## src/hw/rtl/utf8d_pkg.sv

```systemverilog
// Shared types and constants for the UTF-8 character decoder.
// No dependencies; imported by every module of the decoder.
package utf8d_pkg;

  localparam int unsigned WIN_MAX   = 6;
  localparam int unsigned CONT_MAX  = WIN_MAX - 1;
  localparam int unsigned CP_W      = 31;
  localparam int unsigned CNT_W     = 3;

  localparam logic [7:0] CONT_MASK  = 8'hC0;
  localparam logic [7:0] CONT_TAG   = 8'h80;

  typedef enum logic [1:0] {
    ST_VALID      = 2'd0,
    ST_EMPTY      = 2'd1,
    ST_INCOMPLETE = 2'd2,
    ST_ILLEGAL    = 2'd3
  } status_t;

  // Classification of one lead byte.
  typedef struct packed {
    logic             ascii;    // single byte character
    logic             bad;      // stray continuation byte, 0xFE or 0xFF
    logic [CNT_W-1:0] extra;    // continuation bytes that follow
    logic [6:0]       payload;  // code point bits carried by the lead
  } lead_info_t;

endpackage

```

## src/hw/rtl/utf8d_lead.sv

```systemverilog
// Lead byte classifier for the UTF-8 character decoder.
// Depends on utf8d_pkg.
module utf8d_lead (
  input  logic [7:0]            lead,
  output utf8d_pkg::lead_info_t info
);
  import utf8d_pkg::*;

  // The position of the first zero bit below the top sets the length.
  always_comb begin
    info = '0;
    if (!lead[7]) begin
      info.ascii   = 1'b1;
      info.payload = lead[6:0];
    end else if (!lead[6]) begin
      info.bad = 1'b1;
    end else if (!lead[5]) begin
      info.extra   = CNT_W'(1);
      info.payload = {2'b00, lead[4:0]};
    end else if (!lead[4]) begin
      info.extra   = CNT_W'(2);
      info.payload = {3'b000, lead[3:0]};
    end else if (!lead[3]) begin
      info.extra   = CNT_W'(3);
      info.payload = {4'b0000, lead[2:0]};
    end else if (!lead[2]) begin
      info.extra   = CNT_W'(4);
      info.payload = {5'b00000, lead[1:0]};
    end else if (!lead[1]) begin
      info.extra   = CNT_W'(5);
      info.payload = {6'b000000, lead[0]};
    end else begin
      info.bad = 1'b1;
    end
  end

endmodule

```

## src/hw/rtl/utf8_char_decoder.sv

```systemverilog
// Top level of the UTF-8 character decoder: three stage valid/ready pipeline.
// Depends on utf8d_pkg and utf8d_lead.
//
// The decoder takes one beat per clock: a window of six bytes plus a count of
// the bytes that are valid, and returns one beat per input beat giving the
// status, the code point and the number of bytes the character used. It
// accepts the original UTF-8 form with leads of up to six bytes, so code
// points reach 31 bits; overlong forms and surrogates are not rejected. A
// count of seven is treated as six. Stage one saturates the count and
// classifies the lead byte, stage two checks the continuation bytes and
// settles the status, and stage three assembles the code point into the
// output register. With out_ready held high the block sustains one beat per
// cycle; a stall on the output holds each full stage in place and in_ready
// drops only when all three stages are full.
module utf8_char_decoder (
  input  logic                            clk,
  input  logic                            rst_n,
  input  logic                            in_valid,
  output logic                            in_ready,
  input  logic [7:0]                      in_byte0,
  input  logic [7:0]                      in_byte1,
  input  logic [7:0]                      in_byte2,
  input  logic [7:0]                      in_byte3,
  input  logic [7:0]                      in_byte4,
  input  logic [7:0]                      in_byte5,
  input  logic [2:0]                      in_avail,
  output logic                            out_valid,
  input  logic                            out_ready,
  output logic [1:0]                      out_status,
  output logic [utf8d_pkg::CP_W-1:0]      out_code_point,
  output logic [utf8d_pkg::CNT_W-1:0]     out_used_bytes
);
  import utf8d_pkg::*;

  // Stage readiness: a stage can load when it is empty or its content moves on.
  logic rdy1, rdy2, rdy3;
  logic v1_r, v2_r, v3_r;

  assign rdy3     = !v3_r || out_ready;
  assign rdy2     = !v2_r || rdy3;
  assign rdy1     = !v1_r || rdy2;
  assign in_ready = rdy1;

  // ---------------------------------------------------------------- stage 1
  // Saturate the count, classify the lead, and keep only the six payload bits
  // and the continuation tag of each following byte.
  lead_info_t               lead_info;
  logic [7:0]               win [1:CONT_MAX];
  logic [CNT_W-1:0]         avail_sat;

  utf8d_lead u_lead (
    .lead (in_byte0),
    .info (lead_info)
  );

  assign win[1] = in_byte1;
  assign win[2] = in_byte2;
  assign win[3] = in_byte3;
  assign win[4] = in_byte4;
  assign win[5] = in_byte5;
  assign avail_sat = (in_avail > CNT_W'(WIN_MAX)) ? CNT_W'(WIN_MAX) : in_avail;

  logic                     empty1_r;
  lead_info_t               info1_r;
  logic [CNT_W-1:0]         avail1_r;
  logic [CONT_MAX:1]        cont1_r;
  logic [5:0]               bits1_r [1:CONT_MAX];

  always_ff @(posedge clk) begin
    if (!rst_n) begin
      v1_r <= 1'b0;
    end else if (rdy1) begin
      v1_r <= in_valid;
    end
  end

  always_ff @(posedge clk) begin
    if (rdy1 && in_valid) begin
      empty1_r <= (avail_sat == '0) || (in_byte0 == 8'h00);
      info1_r  <= lead_info;
      avail1_r <= avail_sat;
      for (int k = 1; k <= CONT_MAX; k++) begin
        cont1_r[k] <= (win[k] & CONT_MASK) == CONT_TAG;
        bits1_r[k] <= win[k][5:0];
      end
    end
  end

  // ---------------------------------------------------------------- stage 2
  // A short window checks only the bytes it has after the lead; a full one
  // checks exactly the continuation bytes the lead asks for.
  logic             short2;
  logic [CNT_W-1:0] n_check;
  logic             cont_bad;
  status_t          status_nxt;
  logic [CNT_W-1:0] used_nxt;

  always_comb begin
    short2  = avail1_r <= info1_r.extra;
    n_check = short2 ? (avail1_r - CNT_W'(1)) : info1_r.extra;
    cont_bad = 1'b0;
    for (int k = 1; k <= CONT_MAX; k++) begin
      if ((CNT_W'(k) <= n_check) && !cont1_r[k]) begin
        cont_bad = 1'b1;
      end
    end

    used_nxt = '0;
    if (empty1_r) begin
      status_nxt = ST_EMPTY;
    end else if (info1_r.ascii) begin
      status_nxt = ST_VALID;
      used_nxt   = CNT_W'(1);
    end else if (info1_r.bad || cont_bad) begin
      status_nxt = ST_ILLEGAL;
    end else if (short2) begin
      status_nxt = ST_INCOMPLETE;
    end else begin
      status_nxt = ST_VALID;
      used_nxt   = info1_r.extra + CNT_W'(1);
    end
  end

  status_t          status2_r;
  logic [CNT_W-1:0] used2_r;
  logic [CNT_W-1:0] extra2_r;
  logic [6:0]       payload2_r;
  logic [5:0]       bits2_r [1:CONT_MAX];

  always_ff @(posedge clk) begin
    if (!rst_n) begin
      v2_r <= 1'b0;
    end else if (rdy2) begin
      v2_r <= v1_r;
    end
  end

  always_ff @(posedge clk) begin
    if (rdy2 && v1_r) begin
      status2_r  <= status_nxt;
      used2_r    <= used_nxt;
      extra2_r   <= info1_r.extra;
      payload2_r <= info1_r.payload;
      for (int k = 1; k <= CONT_MAX; k++) begin
        bits2_r[k] <= bits1_r[k];
      end
    end
  end

  // ---------------------------------------------------------------- stage 3
  // The code point is the lead payload followed by six bits per continuation
  // byte; anything but a valid character reports zero.
  logic [CP_W-1:0] cp_nxt;

  always_comb begin
    cp_nxt = CP_W'(payload2_r);
    for (int k = 1; k <= CONT_MAX; k++) begin
      if (CNT_W'(k) <= extra2_r) begin
        cp_nxt = {cp_nxt[CP_W-7:0], bits2_r[k]};
      end
    end
    if (status2_r != ST_VALID) begin
      cp_nxt = '0;
    end
  end

  status_t          status3_r;
  logic [CP_W-1:0]  cp3_r;
  logic [CNT_W-1:0] used3_r;

  always_ff @(posedge clk) begin
    if (!rst_n) begin
      v3_r <= 1'b0;
    end else if (rdy3) begin
      v3_r <= v2_r;
    end
  end

  always_ff @(posedge clk) begin
    if (rdy3 && v2_r) begin
      status3_r <= status2_r;
      cp3_r     <= cp_nxt;
      used3_r   <= used2_r;
    end
  end

  assign out_valid      = v3_r;
  assign out_status     = status3_r;
  assign out_code_point = cp3_r;
  assign out_used_bytes = used3_r;

endmodule

```

## config.mk

```make
export PLATFORM = sky130hd
export DESIGN_NAME = utf8_char_decoder
export DESIGN_NICKNAME = d
export VERILOG_FILES = /design/src/hw/rtl/utf8d_pkg.sv /design/src/hw/rtl/utf8d_lead.sv /design/src/hw/rtl/utf8_char_decoder.sv
export SDC_FILE = /design/constraint.sdc
export NUM_CORES = 1
export LEC_CHECK = 0
export ABC_AREA = 1
export BUFFER_PORTS_ARGS = -buffer_cell sky130_fd_sc_hd__buf_2
export CAP_MARGIN = 20
export CORE_ASPECT_RATIO = 0.5
export CORE_MARGIN = 2
export CORE_UTILIZATION = 56
export CTS_CLUSTER_SIZE = 16
export DETAILED_ROUTE_END_ITERATION = 7
export PLACE_DENSITY = 0.79
export SYNTH_ARGS = -nofsm -noshare
export SYNTH_HDL_FRONTEND = slang
export SYNTH_SLANG_ARGS = --single-unit
```

## constraint.sdc

```tcl
create_clock -name clk -period 3.5 [get_ports clk]
set_clock_uncertainty 0.05 [all_clocks]
set_input_delay 0.175 -clock clk [delete_from_list [all_inputs] [get_ports clk]]
set_output_delay 0.175 -clock clk [all_outputs]
set_load 0.1 [all_outputs]
```

==> results of run 1 <==
==> registers in the layout, summed over array words and instances, names as in the netlist, 2 cells and up <==
| signal | cells |
|---|---|
| out_used_bytes | 3 |
| out_code_point | 31 |
| payload2_r | 7 |
| extra2_r | 3 |
| out_status | 2 |
| used2_r | 3 |
| bits2_r | 30 |
| avail1_r | 3 |
| bits1_r | 30 |
| status2_r | 2 |
| cont1_r | 5 |
| info1_r | 12 |
==> power groups by stage <==
stage          clock network, mW  registers, mW  logic [mW]
5_1_grt                     1.97           1.89       0.400
4_1_cts                     1.89           1.88       0.352
3_5_place_dp                   0           1.92       0.310
3_3_place_gp                   0           1.91       0.303
2_1_floorplan                  0           1.96       0.176
6_report                    1.89           1.88       0.364
==> cell type report <==
| cell class | instances | area (um2) |
|---|---|---|
| flip-flops and latches | 135 | 4020 |
| repair buffers | 143 | 988 |
| fillers | 682 | 2630 |
| well taps | 140 | 175 |
| inverters | 73 | 279 |
| clock inverters | 14 | 196 |
| clock buffers | 18 | 429 |
| multi-input cells | 283 | 1460 |
==> worst paths after layout <==
kind                                startpoint           endpoint  slack [ps]  cells after the start
worst min-delay path               in_byte0[7]         info1_r[6]          30                      2
worst max-delay path               extra2_r[1]  out_code_point[4]        1100                      9
worst min register to register  bits1_r[0][34]     bits2_r[0][34]         370                      0
worst max register to register     extra2_r[1]  out_code_point[4]        1100                      9
==> metrics by stage <==
stage	power, mW	worst slack (ps)	instances
after floorplan	2.13	251	507
after global placement	2.22	1240	727
after detailed placement	2.23	1210	728
after CTS	4.13	1190	805
after global routing	4.26	902	806
final	4.13	1100	806
==> logic make-up (layout without fill, tap and decap cells) <==
kind of cell	after synthesis	in the layout	synth area share
compound gates	93	93	0.0997
xor+xnor	2	2	0.00300
fa+ha+maj	5	5	0.0107
buf+inv	89	248	0.0642
flops	135	135	0.688
simple gates	183	183	0.134
==> worst max-delay path, stage by stage (launching register included) <==
cell and delay [ps]:
edfxtp_1 470, nor2_4 460, nand2_2 260, nand2_1 140, o21ai_2 90, nand2_1 70, o21ai_0 70, o21ai_0 300
nand2_1 110, a31oi_1 200
==> cell usage after synthesis, types with 3 or more instances <==
library cell | n | share of area
a31oi_1 | 6 | 0.0064
ha_1 | 5 | 0.011
o22ai_1 | 7 | 0.0075
edfxtp_1 | 132 | 0.68
clkbuf_1 | 6 | 0.0039
nand2_1 | 103 | 0.066
o21ai_1 | 5 | 0.0043
o21ai_0 | 26 | 0.022
inv_1 | 67 | 0.043
dfxtp_1 | 3 | 0.010
nand3b_1 | 4 | 0.0051
buf_6 | 3 | 0.0058
o211ai_1 | 10 | 0.013
nand3_1 | 28 | 0.024
buf_2 | 5 | 0.0043
o21ai_2 | 5 | 0.0075
nor2_1 | 30 | 0.019
nor2_2 | 4 | 0.0043
nor3_1 | 5 | 0.0043
nand2_2 | 3 | 0.0032
inv_2 | 3 | 0.0019
a21oi_1 | 21 | 0.018
==> metal layers <==
metal	wire length (um)	part of all wire	up-vias	global-route usage
li1	-	-	2064	-
met2	5960	0.45	202	0.367
met1	5950	0.45	2014	0.365
met5	0	0	-	0
met4	142	0.011	0	0.0762
met3	1080	0.082	14	0.0641
==> what timing repair did <==
item | in CTS | in global routing
hold buffers | 45 | 0
hold endpoints to repair | 41 | 0
endpoints found under the setup margin | 0 | 0
==> qor.txt, run 1 <==
Crit path kind -> register to register
Post-layout util -> 0.742
Post-synth EDFFs -> 132
Drt first pass iters -> 5
Worst vdd ir -> 0.428 mV
Num Clock Sinks -> 135
Sequential-to-total area share from yosys stat -> 0.688
Initial Utilization -> 0.574
CTS Buf Count -> 17
Maximum clock frequency -> 0.417 GHz
Final setup vio count -> 0
Area of the core -> 10200 um2
Status -> finished clean
Die ar. -> 11300 um2
# rows -> 26
Via density -> 5.33
Fin nets -> 713
Post-route ant nets -> 0
Die span in y -> 76.3 um
Slew Limit Headroom -> 0.513
Part of the cycle the worst path needs -> 0.684
Fin area -> 7550 um2
Worst-path fanout max -> 21
Final Critical Period -> 2400 ps
Mapped Area -> 5850 um2
Ys Warns -> 0
Worst skew pair latency -> 420 ps
Dpl cell area -> 6450 um2
Worst endpoint data arrival time -> 2590 ps
Lkg Pwr -> 3.18 nW
Min-delay worst type -> input pin to register
Congestion Overflow GR -> 0
Starting DRT DRC Count -> 297
CTS Buffer Depth -> 2
Synth Flop Type -> edfxtp_1
GRT Util Overall -> 0.248
Syn nets -> 567
Syn-to-layout area delta -> 29.1%
Buffers inserted by post-CTS timing repair -> 0
TNS Setup -> 0 ps
Critical Path RT -> 3700 ps
Most frequent cells in the layout -> 132 x edfxtp_1, 103 x nand2_1, 92 x buf_2
Gate power share -> 0.088
Antenna Cells -> 0
Mean Syn Cell Area -> 11.5 um2
CTS tree -> yes
Fin. max-slew vios -> 0
Cts repair resizes -> 0
Routed WL -> 13100 um
Sw Share -> 0.231
Largest net degree at the start of global routing -> 52
Hold slack final -> 29.7 ps
Switching pwr -> 0.957 mW
Post-route DRC -> 0
Flop pwr share -> 0.456
Layout cells sized above 1 -> 0.231
GPL Wtd Cong -> 0.866
HPWL after DPL -> 8230 um
Max-cap violations -> 0
Wire length per cell -> 16.3 um
Final Hold Vio Count -> 0
Global-route wire length before repair -> 21000 um
Setup crit end kind -> register
Io pins -> 93
Most common cell after layout, fill and taps aside -> edfxtp_1
Syn Inst Count -> 507
Power Dens Cells -> 547 nW/um2
Async SR Flop Fraction -> 0
Distinct cell type count after synthesis -> 40
Synthesized flop and latch total -> 135
Clock power frac -> 0.456
RSZ-0062 raised after global routing -> false
Clk root buf -> clkbuf_16
Vias in the first global route -> 3966
# port buffers -> 92
Worst-margin pin slew -> 730 ps
CP startpoint kind -> register
Internal -> 3.18 mW
Clock Pin Slew Worst Setup and Hold Paths -> 60 ps
Vias -> 4294
Number of H-tree levels -> 4
Die W -> 149 um
Initial antenna violation count -> 0
No activity file was read; power rests on OpenSTA's default activity.
==> inputs of run 2 (changes only) <==
- ABC_AREA: 1 -> 0
- CORE_UTILIZATION: 56 -> 51
- PLACE_DENSITY: 0.79 -> 0.76
- clock period: 3.5 -> 2.2 ns (I/O delays scaled with it)
==> qor.txt, run 2 <==
Top-area cell type share of the netlist area -> 0.697 (+0.0194)
CTS Buf Count -> 17 (unchanged)
Largest net degree at the start of global routing -> 52 (unchanged)
Die W -> 153 um (+3.2%)
Post-route DRC -> 0 (unchanged)
Via density -> 5.45 (+2.3%)
Die ar. -> 12100 um2 (+6.5%)
Most common cell after layout, fill and taps aside -> edfxtp_1
Num Clock Sinks -> 135 (unchanged)
Sequential-to-total area share from yosys stat -> 0.708 (+0.0197)
Gate power share -> 0.102 (+0.014)
Crit path kind -> register to register
Ys Warns -> 0 (unchanged)
Power Dens Cells -> 914 nW/um2 (+67%)
Die span in y -> 78.7 um (+3.1%)
RSZ-0062 raised after global routing -> true
Vias in the first global route -> 4024 (+1.5%)
Syn Inst Count -> 419 (-17%)
Max-cap violations -> 0 (unchanged)
CTS Buffer Depth -> 2 (unchanged)
Flop pwr share -> 0.436 (-0.020)
WHS Path Cells -> 2 (unchanged)
Critical Path RT -> 2420 ps (-1280 ps)
Worst Slack Setup Final -> -44.2 ps (-1150 ps)
# rows -> 27 (+3.8%)
Hold_sp -> in_byte0[5]
Part of the cycle the worst path needs -> 1.02 (+0.336)
Antenna Cells -> 0 (unchanged)
Synthesized flop and latch total -> 135 (unchanged)
Sw Share -> 0.221 (-0.0109)
Worst vdd ir -> 0.573 mV (+34%)
CTS tree -> yes
Area of the core -> 10900 um2 (+7.2%)
Final Hold Vio Count -> 0 (unchanged)
GPL Wtd Cong -> 0.885 (+2.3%)
Vias -> 4017 (-6.5%)
Mean Syn Cell Area -> 13.6 um2 (+18%)
Internal -> 5.51 mW (+73%)
CP startpoint kind -> register
Async SR Flop Fraction -> 0 (unchanged)
WL met1 -> 5150 um (-13%)
# port buffers -> 92 (unchanged)
Fin. max-slew vios -> 0 (unchanged)
Worst skew pair latency -> 410 ps (about the same)
Number of H-tree levels -> 4 (unchanged)
Worst-path fanout max -> 4 (-81%)
CP startpoint -> avail1_r[2]
Commonest cells post-synth -> 132 x edfxtp_1, 70 x nand2_1, 26 x a21oi_1
Crit-path slowest cell -> edfxtp_1
Met3 WL post-DR -> 771 um (-29%)
Lkg Pwr -> 2.89 nW (-9.1%)
Switching pwr -> 1.56 mW (+63%)
Max incr delay on CP -> 440 ps (-30 ps)
Global-route wire length before repair -> 19700 um (-6.2%)
GRT Util Overall -> 0.216 (-0.0315)
Starting DRT DRC Count -> 257 (-13%)
Final setup vio count -> 1 (+1)
CP cell instances -> ha_4 > nand3b_1 > a21bo_2 > or4_4 > or3b_4 > a21oi_2
TNS Setup -> -44.2 ps (-44.2 ps)
Worst-margin pin slew -> 691 ps (-38.9 ps)
Distinct cell type count after synthesis -> 49 (+23%)
Initial antenna violation count -> 0 (unchanged)
Status -> finished, violations left
Mapped Area -> 5690 um2 (-2.8%)
Most frequent cells in the layout -> 132 x edfxtp_1, 92 x buf_2, 70 x nand2_1
Maximum clock frequency -> 0.446 GHz (+6.8%)
Clock Pin Slew Worst Setup and Hold Paths -> 60 ps (about the same)
Placed cell count -> 656 (-9.9%)
Most frequent cell after synthesis -> edfxtp_1
Clock power frac -> 0.462 (+0.006)
Clk root buf -> clkbuf_16
Drt first pass iters -> 5 (unchanged)
Fin nets -> 639 (-10%)
Largest area contributor in the netlist -> edfxtp_1
Wire length per cell -> 16.7 um (+2.6%)
Post-layout util -> 0.708 (-0.0335)
Initial Utilization -> 0.521 (-0.0533)
Max reg flops -> 31 (unchanged)
Synth Flop Type -> edfxtp_1
Routed WL -> 12300 um (-6.2%)
Area occupied by multi-input gates -> 1650 um2 (+13%)
Layout cells sized above 1 -> 0.294 (+0.0627)
R2r worst-path depth -> 6 (-3)
Congestion Overflow GR -> 0 (unchanged)
RR Startpoint -> avail1_r[2]
Fin area -> 7730 um2 (+2.3%)
Post-synth EDFFs -> 132 (unchanged)
Final Critical Period -> 2240 ps (-151 ps)
Syn-to-layout area delta -> 35.9%
HPWL after DPL -> 7500 um (-8.9%)
Worst endpoint data arrival time -> 2460 ps (-130 ps)
Post-route ant nets -> 0 (unchanged)
Syn nets -> 479 (-16%)
Io pins -> 93 (unchanged)
Fin cells -> 737 (-8.6%)
Slew Limit Headroom -> 0.539 (+0.0265)
Setup crit end kind -> register
Failing checks -> negative setup slack
Min-delay worst type -> input pin to register
Met2 Wirelength -> 6270 um (+5.1%)
Dpl cell area -> 6490 um2 (+0.62%)
DR top layer -> met4
Sequential cell area -> 4030 um2 (about the same)
Fillers -> 715 (+4.8%)
Synth area leaders -> edfxtp_1 70%, nand2_1 4.6%, a21oi_1 2.3%, nor2b_1 1.5%, o21ai_0 1.5%
[run 2: cell types whose count changed in the layout (fill, tap and decap cells not counted), sizes merged, moves of 7 or more]
cell | previous run | this run
buf | 98 | 118
nand2 | 106 | 70
o21ai | 36 | 17
inv | 76 | 8
nand3 | 28 | 10
a311oi | 0 | 8
nor2b | 0 | 14
mux2i | 0 | 7
a211oi | 2 | 9
nor2 | 36 | 14
[run 2: critical path, delay by kind of cell (launching register included)]
kind / cells / cell delay (ps)
AO/OA/AOI/OAI: 2 / 340
adder cells (fa/ha/maj): 1 / 330
flip-flops: 1 / 440
AND/OR/NAND/NOR: 3 / 940
[run 2: final cells by class]
class / count / share of cell area
Clock buffer: 18 / 0.0555
Clock inverter: 14 / 0.0329
Inverter: 8 / 0.00389
Multi-Input combinational cell: 252 / 0.213
Sequential cell: 135 / 0.521
Tap cell: 145 / 0.0235
Timing Repair Buffer: 165 / 0.150
[run 2: stage by stage]
| step | hold WS (ps) | total power, mW | setup WS [ps] |
|---|---|---|---|
| after floorplan | 159 | 3.53 | 0.168 |
| after global placement | 236 | 3.71 | 58.2 |
| after detailed placement | 238 | 3.74 | -48.5 |
| after CTS | 13.0 | 7.06 | -22.2 |
| after global routing | 22.4 | 7.29 | -110 |
| final | 29.3 | 7.06 | -44.2 |
[run 2: layer usage]
layer | vias to the layer above | GRT usage
met3 | 15 | 0.0663
met4 | 0 | 0.0889
met5 | - | 0
met2 | 148 | 0.368
li1 | 1924 | -
met1 | 1930 | 0.261
[run 2: logic make-up after synthesis]
family | count (synthesis) | share of synthesized area
flip-flops | 135 | 0.708
AND/OR/NAND/NOR | 128 | 0.105
AO/OA/AOI/OAI | 104 | 0.125
buffers and inverters | 32 | 0.0218
multiplexers | 13 | 0.0262
adder cells (fa/ha/maj) | 5 | 0.0110
XOR/XNOR | 2 | 0.00308
[run 2: worst paths after layout]
| path | endpoint | slack (ps) |
|---|---|---|
| hold reg to reg | bits2_r[0][24] | 360 |
| hold / removal | info1_r[7] | 30 |
| setup / recovery | used2_r[0] | -40 |
| setup reg to reg | used2_r[0] | -40 |
[run 2: power groups by stage]
stage / Clock [mW] / Sequential (mW) / Combinational, mW
final: 3.26 / 3.08 / 0.722
after global routing: 3.42 / 3.09 / 0.777
after CTS: 3.28 / 3.08 / 0.696
after detailed placement: 0 / 3.13 / 0.611
after global placement: 0 / 3.12 / 0.592
after floorplan: 0 / 3.27 / 0.259
[run 2: what timing repair did]
action	in CTS	in global routing
hold buffers	47	0
endpoints found under the hold margin	44	0
setup endpoints to repair	4	5
gates resized for setup	6	7
pin swaps	2	2
setup buffers	0	2
